[src/rtl/pls_pkg.sv]
// ---------------------------------------------------------------------------
// pls_pkg: shared types for the positional list store
// Request kinds, status codes and the control/status bundles that join the
// controller and the datapath.
// ---------------------------------------------------------------------------
package pls_pkg;

	localparam int unsigned CAPACITY_DEF   = 16;
	localparam int unsigned DATA_WIDTH_DEF = 32;

	localparam int unsigned KIND_W  = 3;
	localparam int unsigned POS_W   = 5;
	localparam int unsigned VALUE_W = 32;
	localparam int unsigned COUNT_W = 5;

	typedef enum logic [KIND_W-1:0] {
		K_ADD_FRONT   = 3'd0,
		K_ADD_REAR    = 3'd1,
		K_REM_FRONT   = 3'd2,
		K_REM_REAR    = 3'd3,
		K_REM_AT      = 3'd4,
		K_INS_BEFORE  = 3'd5
	} pls_kind_t;

	typedef enum logic [1:0] {
		ST_OK    = 2'd0,
		ST_UNDER = 2'd1,
		ST_RANGE = 2'd2,
		ST_FULL  = 2'd3
	} pls_status_t;

	// controller -> datapath
	typedef struct packed {
		logic load;
		logic move;
		logic put;
		logic reply;
	} pls_cmd_t;

	// datapath -> controller
	typedef struct packed {
		logic skip;
		logic insert;
		logic move_done;
		logic out_free;
	} pls_stat_t;

endpackage

[src/rtl/pls_req_if.sv]
// ---------------------------------------------------------------------------
// pls_req_if: request channel
// Valid/ready channel carrying one list request.
// ---------------------------------------------------------------------------
interface pls_req_if;
	import pls_pkg::*;

	logic               valid;
	logic               ready;
	logic [KIND_W-1:0]  kind;
	logic [POS_W-1:0]   position;
	logic [VALUE_W-1:0] value;

	modport source (output valid, kind, position, value, input ready);
	modport sink   (input valid, kind, position, value, output ready);
endinterface

[src/rtl/pls_rsp_if.sv]
// ---------------------------------------------------------------------------
// pls_rsp_if: response channel
// Valid/ready channel carrying one result per request.
// ---------------------------------------------------------------------------
interface pls_rsp_if;
	import pls_pkg::*;

	logic               valid;
	logic               ready;
	logic [VALUE_W-1:0] removed_value;
	logic [1:0]         status;
	logic [COUNT_W-1:0] element_count;
	logic               is_empty;

	modport source (output valid, removed_value, status, element_count, is_empty,
		input ready);
	modport sink   (input valid, removed_value, status, element_count, is_empty,
		output ready);
endinterface

[src/rtl/pls_ctrl.sv]
// ---------------------------------------------------------------------------
// pls_ctrl: request sequencer
// Accepts a request, runs the shift sweep, an insert's write and the reply.
// ---------------------------------------------------------------------------
module pls_ctrl
	import pls_pkg::*;
(
	input  logic      clk,
	input  logic      arst_n,
	input  logic      req_valid,
	output logic      req_ready,
	input  pls_stat_t stat,
	output pls_cmd_t  cmd
);

	typedef enum logic [3:0] {
		S_IDLE  = 4'b0001,
		S_MOVE  = 4'b0010,
		S_PUT   = 4'b0100,
		S_REPLY = 4'b1000
	} state_t;

	state_t state_q, state_d;

	always_ff @(posedge clk or negedge arst_n) begin
		if (!arst_n) begin
			state_q <= S_IDLE;
		end else begin
			state_q <= state_d;
		end
	end

	always_comb begin
		state_d   = state_q;
		cmd       = '0;
		req_ready = 1'b0;
		case (state_q)
			S_IDLE: begin
				req_ready = 1'b1;
				if (req_valid) begin
					cmd.load = 1'b1;
					state_d  = S_MOVE;
				end
			end
			S_MOVE: begin
				cmd.move = 1'b1;
				if (stat.move_done) begin
					state_d = (stat.insert && !stat.skip) ? S_PUT : S_REPLY;
				end
			end
			S_PUT: begin
				cmd.put = 1'b1;
				state_d = S_REPLY;
			end
			S_REPLY: begin
				if (stat.out_free) begin
					cmd.reply = 1'b1;
					state_d   = S_IDLE;
				end
			end
			default: begin
				state_d = S_IDLE;
			end
		endcase
	end

endmodule

[src/rtl/pls_datapath.sv]
// ---------------------------------------------------------------------------
// pls_datapath: element store and shift engine
// Request checks, element memory with registered read, shift pointers,
// element count and the response register.
// ---------------------------------------------------------------------------
module pls_datapath
	import pls_pkg::*;
#(
	parameter int unsigned CAPACITY   = CAPACITY_DEF,
	parameter int unsigned DATA_WIDTH = DATA_WIDTH_DEF
) (
	input  logic               clk,
	input  logic               arst_n,
	input  pls_cmd_t           cmd,
	output pls_stat_t          stat,
	input  logic [KIND_W-1:0]  kind,
	input  logic [POS_W-1:0]   position,
	input  logic [VALUE_W-1:0] value,
	output logic               rsp_valid,
	input  logic               rsp_ready,
	output logic [VALUE_W-1:0] rsp_removed_value,
	output logic [1:0]         rsp_status,
	output logic [COUNT_W-1:0] rsp_element_count,
	output logic               rsp_is_empty
);

	localparam int unsigned AW = $clog2(CAPACITY);
	localparam int unsigned CW = $clog2(CAPACITY + 1);
	localparam int unsigned PW = (CW > POS_W) ? CW + 1 : POS_W + 1;

	logic [DATA_WIDTH-1:0] mem_q [CAPACITY];
	logic [DATA_WIDTH-1:0] rdata_q;

	logic [CW-1:0]         count_q;
	logic [CW-1:0]         rd_left_q;
	logic [AW-1:0]         rd_ptr_q;
	logic [AW-1:0]         pend_addr_q;
	logic                  pend_q;
	logic                  cap_q;
	logic [AW-1:0]         idx_q;
	logic                  insert_q;
	logic                  skip_q;
	pls_status_t           status_q;
	logic [DATA_WIDTH-1:0] value_q;
	logic [DATA_WIDTH-1:0] removed_q;

	logic                  out_valid_q;
	logic [VALUE_W-1:0]    out_removed_q;
	pls_status_t           out_status_q;
	logic [COUNT_W-1:0]    out_count_q;
	logic                  out_empty_q;

	// request checks
	logic [PW-1:0]   n_ext, pos_ext;
	logic            full, empty;
	pls_status_t     ld_status;
	logic            ld_skip, ld_insert;
	logic [AW-1:0]   ld_idx;

	always_comb begin
		n_ext     = PW'(count_q);
		pos_ext   = PW'(position);
		full      = (count_q == CW'(CAPACITY));
		empty     = (count_q == '0);
		ld_status = ST_OK;
		ld_skip   = 1'b0;
		ld_insert = 1'b0;
		ld_idx    = '0;
		case (kind)
			K_ADD_FRONT: begin
				ld_insert = 1'b1;
				if (full) ld_status = ST_FULL;
			end
			K_ADD_REAR: begin
				ld_insert = 1'b1;
				ld_idx    = AW'(count_q);
				if (full) ld_status = ST_FULL;
			end
			K_REM_FRONT: begin
				if (empty) ld_status = ST_UNDER;
			end
			K_REM_REAR: begin
				ld_idx = AW'(count_q - 1'b1);
				if (empty) ld_status = ST_UNDER;
			end
			K_REM_AT: begin
				ld_idx = AW'(position - 1'b1);
				if (pos_ext == '0 || pos_ext > n_ext) ld_status = ST_RANGE;
			end
			K_INS_BEFORE: begin
				ld_insert = 1'b1;
				ld_idx    = AW'(position - 1'b1);
				if (pos_ext == '0 || pos_ext > n_ext + 1'b1) ld_status = ST_RANGE;
				else if (full) ld_status = ST_FULL;
			end
			default: begin
				ld_skip = 1'b1;
			end
		endcase
		if (ld_status != ST_OK) ld_skip = 1'b1;
	end

	// memory port selection
	logic                  mem_we, mem_re;
	logic [AW-1:0]         mem_wa;
	logic [DATA_WIDTH-1:0] mem_wd;

	always_comb begin
		mem_re = cmd.move && (rd_left_q != '0);
		mem_we = 1'b0;
		mem_wa = pend_addr_q;
		mem_wd = rdata_q;
		if (cmd.move && pend_q && !cap_q) begin
			mem_we = 1'b1;
		end else if (cmd.put) begin
			mem_we = 1'b1;
			mem_wa = idx_q;
			mem_wd = value_q;
		end
	end

	always_ff @(posedge clk) begin
		if (mem_we) mem_q[mem_wa] <= mem_wd;
		if (mem_re) rdata_q <= mem_q[rd_ptr_q];
	end

	// request register
	always_ff @(posedge clk) begin
		if (cmd.load) begin
			idx_q     <= ld_idx;
			insert_q  <= ld_insert;
			skip_q    <= ld_skip;
			status_q  <= ld_status;
			value_q   <= DATA_WIDTH'(value);
			removed_q <= '0;
		end else if (cmd.move && pend_q && cap_q) begin
			removed_q <= rdata_q;
		end
	end

	// shift sweep: insert walks down from the rear, remove walks up from idx
	always_ff @(posedge clk or negedge arst_n) begin
		if (!arst_n) begin
			rd_left_q   <= '0;
			rd_ptr_q    <= '0;
			pend_q      <= 1'b0;
			pend_addr_q <= '0;
			cap_q       <= 1'b0;
		end else if (cmd.load) begin
			rd_left_q   <= ld_skip ? '0 : count_q - CW'(ld_idx);
			rd_ptr_q    <= ld_insert ? AW'(count_q - 1'b1) : ld_idx;
			pend_q      <= 1'b0;
			cap_q       <= !ld_insert && !ld_skip;
		end else if (cmd.move) begin
			if (pend_q) cap_q <= 1'b0;
			if (rd_left_q != '0) begin
				rd_left_q   <= rd_left_q - 1'b1;
				rd_ptr_q    <= insert_q ? rd_ptr_q - 1'b1 : rd_ptr_q + 1'b1;
				pend_addr_q <= insert_q ? rd_ptr_q + 1'b1 : rd_ptr_q - 1'b1;
				pend_q      <= 1'b1;
			end else begin
				pend_q <= 1'b0;
			end
		end
	end

	// count and response register
	logic [CW-1:0] new_count;

	always_comb begin
		if (skip_q) new_count = count_q;
		else if (insert_q) new_count = count_q + 1'b1;
		else new_count = count_q - 1'b1;
	end

	always_ff @(posedge clk or negedge arst_n) begin
		if (!arst_n) begin
			count_q     <= '0;
			out_valid_q <= 1'b0;
		end else begin
			if (cmd.reply) begin
				count_q     <= new_count;
				out_valid_q <= 1'b1;
			end else if (rsp_ready) begin
				out_valid_q <= 1'b0;
			end
		end
	end

	always_ff @(posedge clk) begin
		if (cmd.reply) begin
			out_removed_q <= VALUE_W'(removed_q);
			out_status_q  <= status_q;
			out_count_q   <= COUNT_W'(new_count);
			out_empty_q   <= (new_count == '0);
		end
	end

	assign stat.skip      = skip_q;
	assign stat.insert    = insert_q;
	assign stat.move_done = (rd_left_q == '0) && !pend_q;
	assign stat.out_free  = !out_valid_q || rsp_ready;

	assign rsp_valid         = out_valid_q;
	assign rsp_removed_value = out_removed_q;
	assign rsp_status        = out_status_q;
	assign rsp_element_count = out_count_q;
	assign rsp_is_empty      = out_empty_q;

endmodule

[src/rtl/positional_list_store.sv]
// Sequence: a taken request is loaded, the shift sweep moves the entries behind its
// position (remove at rear and add at rear move none), an add or insert then writes
// its value, and the response is registered; a refused or no-op request moves nothing.
// One request at a time: the next is taken the cycle after the response is registered,
// and the reply waits while an earlier response is still held.
// Reset clears the element count and the handshakes; store contents are not cleared.
// ---------------------------------------------------------------------------
// positional_list_store: bounded ordered list with positional edits
// Controller and datapath joined by command and status bundles.
// ---------------------------------------------------------------------------
module positional_list_store
	import pls_pkg::*;
#(
	parameter int unsigned CAPACITY   = CAPACITY_DEF,
	parameter int unsigned DATA_WIDTH = DATA_WIDTH_DEF
) (
	input  logic      clk,
	input  logic      arst_n,
	pls_req_if.sink   req,
	pls_rsp_if.source rsp
);

	pls_cmd_t  cmd;
	pls_stat_t stat;

	pls_ctrl u_ctrl (
		.clk       (clk),
		.arst_n    (arst_n),
		.req_valid (req.valid),
		.req_ready (req.ready),
		.stat      (stat),
		.cmd       (cmd)
	);

	pls_datapath #(
		.CAPACITY   (CAPACITY),
		.DATA_WIDTH (DATA_WIDTH)
	) u_dp (
		.clk               (clk),
		.arst_n            (arst_n),
		.cmd               (cmd),
		.stat              (stat),
		.kind              (req.kind),
		.position          (req.position),
		.value             (req.value),
		.rsp_valid         (rsp.valid),
		.rsp_ready         (rsp.ready),
		.rsp_removed_value (rsp.removed_value),
		.rsp_status        (rsp.status),
		.rsp_element_count (rsp.element_count),
		.rsp_is_empty      (rsp.is_empty)
	);

endmodule

[src/flat_wrapper.sv]
// flat-port wrapper written by rule: the top's interface ports become plain ports
module positional_list_store_flat import pls_pkg::*;
#(
	parameter int unsigned CAPACITY   = CAPACITY_DEF,
	parameter int unsigned DATA_WIDTH = DATA_WIDTH_DEF
)
  (clk, arst_n, req_valid, req_kind, req_position, req_value, req_ready, rsp_valid, rsp_removed_value, rsp_status, rsp_element_count, rsp_is_empty, rsp_ready);
  pls_req_if req_i ();
  pls_rsp_if rsp_i ();
  input  logic clk;
  input  logic arst_n;
  input wire logic [$bits(req_i.valid)-1:0] req_valid;
  input wire logic [$bits(req_i.kind)-1:0] req_kind;
  input wire logic [$bits(req_i.position)-1:0] req_position;
  input wire logic [$bits(req_i.value)-1:0] req_value;
  output wire logic [$bits(req_i.ready)-1:0] req_ready;
  output wire logic [$bits(rsp_i.valid)-1:0] rsp_valid;
  output wire logic [$bits(rsp_i.removed_value)-1:0] rsp_removed_value;
  output wire logic [$bits(rsp_i.status)-1:0] rsp_status;
  output wire logic [$bits(rsp_i.element_count)-1:0] rsp_element_count;
  output wire logic [$bits(rsp_i.is_empty)-1:0] rsp_is_empty;
  input wire logic [$bits(rsp_i.ready)-1:0] rsp_ready;
  assign req_i.valid = req_valid;
  assign req_i.kind = req_kind;
  assign req_i.position = req_position;
  assign req_i.value = req_value;
  assign req_ready = req_i.ready;
  assign rsp_valid = rsp_i.valid;
  assign rsp_removed_value = rsp_i.removed_value;
  assign rsp_status = rsp_i.status;
  assign rsp_element_count = rsp_i.element_count;
  assign rsp_is_empty = rsp_i.is_empty;
  assign rsp_i.ready = rsp_ready;
  positional_list_store #(.CAPACITY(CAPACITY), .DATA_WIDTH(DATA_WIDTH)) u_core (.clk(clk), .arst_n(arst_n), .req(req_i), .rsp(rsp_i));
endmodule
[config.mk]
export PLATFORM = sky130hd
export DESIGN_NAME = positional_list_store_flat
export DESIGN_NICKNAME = d
export VERILOG_FILES = /design/src/rtl/pls_pkg.sv /design/src/rtl/pls_req_if.sv /design/src/rtl/pls_rsp_if.sv /design/src/rtl/pls_ctrl.sv /design/src/rtl/pls_datapath.sv /design/src/rtl/positional_list_store.sv /design/src/flat_wrapper.sv
export SDC_FILE = /design/constraint.sdc
export NUM_CORES = 1
export LEC_CHECK = 0
export ABC_CLOCK_PERIOD_IN_PS = 3070
export BUFFER_PORTS_ARGS = -buffer_cell sky130_fd_sc_hd__clkbuf_2
export CAP_MARGIN = 20
export CORE_ASPECT_RATIO = 1.4
export CORE_UTILIZATION = 38
export CTS_BUF_LIST = sky130_fd_sc_hd__clkbuf_2 sky130_fd_sc_hd__clkbuf_4 sky130_fd_sc_hd__clkbuf_8
export DETAILED_ROUTE_END_ITERATION = 16
export SLEW_MARGIN = 40
export SYNTH_ARGS = -nofsm -noshare
export SYNTH_HDL_FRONTEND = slang
export SYNTH_SLANG_ARGS = --single-unit
export TNS_END_PERCENT = 20
[constraint.sdc]
create_clock -name clk -period 3.07 [get_ports clk]
set_input_delay 0.1535 -clock clk [delete_from_list [all_inputs] [get_ports clk]]
set_output_delay 0.1535 -clock clk [all_outputs]
set_load 0.02 [all_outputs]
==> key figures <==
CTS
  – Worst-skew pair later-pin latency: 690 ps
  – Clock Tree Root: clkbuf_8
  – Clk sink count: 681
  – CTS resizes: 0
  – Total CTS buffers: 96
  – CTS tree: yes
  – H-tree Lvls: 3
  – Reg clk slew, reported paths: 70 ps
  – # hold bufs at CTS: 38
  – Post CTS Setup Buffer Count: 0
  – CTS Buffer Depth: 3

Global routing
  – Total track usage: 17.8%
  – First-pass GRT wire length: 93.8 mm
  – Initial antenna violation count: 1
  – Grt total ovfl: 0
  – Largest net degree at the start of global routing: 67
  – Vias in the first global route: 15,300

STA
  – Worst setup margin: 247 ps
  – Final setup fails: 0
  – Period utilization: 92.0%
  – Final hold vios: 0
  – Tmin final: 2820 ps
  – Worst Skew: 32.0 ps
  – WHS: 62.0 ps
  – RSZ-0062 raised after global routing: false
  – Max Freq: 354 MHz
  – Final Max Tran Viols: 0
  – Setup tns final: 0 ps
  – Worst-Margin Slew: 757 ps
  – Rel. slew slack: 49.0%

Die
  – Die H: 316 µm
  – Die footprint: 71,600 µm²
  – FP Rows: 114
  – Core region area: 69,500 µm²
  – Starting Density: 38.6%
  – I/O pins: 86
  – Die width: 226 µm

Routing
  – Avg WL per Cell: 22.2 µm
  – Average vias per placed instance: 5.25
  – Pre-antenna DRT Iters: 5
  – Final ANT Viol Nets: 0
  – Residual DRC count: 0
  – Starting DRT DRC Count: 1,213
  – DR vias: 14,800
  – DRT Wirelength: 62.7 mm

Cells and area
  – Register area: 20,000 µm²
  – Finished Core Util: 45.1%
  – Layout cells sized above 1: 24.2%
  – Area of the multi-input gates: 6460 µm²
  – Syn-to-layout area delta: 16.9%
  – Fillers: 5,991
  – Nets: 1,883

Critical path
  – Worst endpoint required time: 3400 ps
  – CP endpoint kind: register
  – CP dominant cell by count: buf_4
  – CP top delay family: simple AND/OR/NAND/NOR gates
  – Slowest library cell on the worst path: or4b_2
  – Critical Path, Cell by Cell: or4b_2, buf_4, o32ai_1, nand2b_1, nor2_4, buf_4
  – Critical path class: reg -> reg
  – Worst Path Buf+Inv: 2
  – WP data arrival: 3150 ps
  – Largest stage delay, worst path: 720 ps
  – Startpoint types: register
  – Worst Path Max Fanout: 18

Run
  – # Max-Cap Violations: 0

Synthesis
  – Cell taking the most area after synthesis: edfxtp_1
  – Unique masters post-synth: 64
  – Syn avg cell area: 16.8 µm²
  – Top-area cell type share of the netlist area: 69.9%
  – Post-synthesis cell area: 26,800 µm²
  – Top post-synthesis cells by area: edfxtp_1, mux4_2, mux2i_1
  – Synth Flop Type: edfxtp_1
  – Asr flop ratio synth: 3.67%
  – Synth Register Bits: 681
  – Seq/Total Area, Yosys: 74.6%
  – Yosys Warn Count: 0
  – Syn Inst Count: 1,600
  – Post-Synthesis Net Count: 1,667
  – EDFF count, synth: 624

Placed design
  – Port bufs: 85
  – Hpwl dp: 39.3 mm
  – Worst slack at placement: 289 ps
  – GPL Wtd Cong: 0.853

Power
  – Design Power: 26.4 mW
  – Pleak: 10.6 nW
  – Power density cells: 843 nW/µm²
  – Max VDD drop: 447 µV

Worst hold path
  – Min-delay worst type: in -> async

Outcome
  – Outcome: complete, no violations
-- layout make-up --
class	count	share of cell area [%]
sequential	681	63.9
multi-input combinational	811	20.6
timing repair buffer	199	5.37
clock buffer	135	5.27
tap	928	3.71
clock inverter	40	0.826
inverter	27	0.335
antenna	1	0.00799
-- Yosys cell counts (26+ instances only) --
library cell / instances
a21oi_1: 79
a221oi_1: 31
a22oi_1: 33
buf_2: 27
clkbuf_1: 40
dfxtp_1: 32
edfxtp_1: 624
inv_1: 26
mux2_2: 33
mux2i_1: 98
mux4_2: 66
nand2_1: 186
nor2_1: 66
o21ai_0: 73
-- power breakdown --
group          leakage [nW]  internal, mW  switching [mW]
Sequential             6.20          11.6           0.625
Clock                  1.03          3.73            3.32
Combinational          3.33          2.81            4.37
Total                  10.6          18.1            8.32
-- sequential cells by signal, indices dropped and copies added (netlist names), 4 cells and up --
register / count
u_core.u_dp.rsp_element_count: 5
u_core.u_dp.removed_q: 32
u_core.u_dp.mem_q: 512
u_core.u_dp.rsp_removed_value: 32
u_core.u_dp.idx_q: 4
u_core.u_ctrl.state_q: 4
u_core.u_dp.rd_ptr_q: 4
u_core.u_dp.rd_left_q: 5
u_core.u_dp.value_q: 32
u_core.u_dp.rdata_q: 32
u_core.u_dp.count_q: 5
u_core.u_dp.pend_addr_q: 4
-- kinds of logic after synthesis --
kind of cell / synth area share, %
adders and majority gates: 1.10
muxes: 10.6
AOI/OAI and AO/OA: 5.98
DFF: 74.6
buffers and inverters: 1.85
xor gates and xnor gates: 0.784
and+or+nand+nor: 5.05
-- layout by cell type (no fill, tap or decap), types with 4 or more instances in the layout --
cell,n
clkbuf_2,85
buf_4,51
edfxtp_1,624
dlygate4sd3_1,38
o21ai_0,73
xor2_1,7
ha_1,22
xnor2_1,17
a221oi_1,31
nor2b_1,6
clkinv_1,18
buf_12,21
nand2b_1,7
mux4_2,66
mux2i_1,98
nor3_1,5
clkinv_2,18
a21oi_1,79
nand3_1,12
mux2_2,33
dfrtp_1,20
dfxtp_1,32
clkbuf_4,33
o32ai_1,7
a21o_1,4
o21ai_1,4
a31oi_1,5
nand2_1,186
clkbuf_8,102
nor2_4,18
inv_1,24
a22oi_1,33
nor2_1,48
-- per-stage QoR --
step           instance area (µm²)  std cells
6_report                     31300       2822
5_1_grt                      31300       2822
4_1_cts                      31300       2821
3_5_place_dp                 29000       2608
3_3_place_gp                 29000       2604
2_1_floorplan                26800       1600
-- path summary, 6_finish.rpt --
kind / startpoint / endpoint / slack, ps / cells past startpoint
setup reg to reg: u_core.u_ctrl.state_q[1] / u_core.u_dp.mem_q[2][13] / 250 / 6
max in group asynchronous: arst_n / u_core.u_dp.rd_ptr_q[0] / 2470 / 2
min in group clk: req_position[1] / u_core.u_dp.idx_q[1] / 80 / 4
setup / recovery: u_core.u_ctrl.state_q[1] / u_core.u_dp.mem_q[2][13] / 250 / 6
hold / removal: arst_n / u_core.u_dp.rd_left_q[4] / 60 / 2
hold reg to reg: u_core.u_dp.removed_q[6] / u_core.u_dp.rsp_removed_value[6] / 430 / 0
-- routing by layer --
metal / part of all wire, % / track usage (%) / vias to the layer above
li1: - / - / 6654
met2: 52 / 31.7 / 463
met5: 0 / 0 / -
met3: 5.2 / 2.93 / 96
met1: 40 / 21.6 / 7590
met4: 2.4 / 6.23 / 0
No activity file was read; power rests on OpenSTA's default activity.
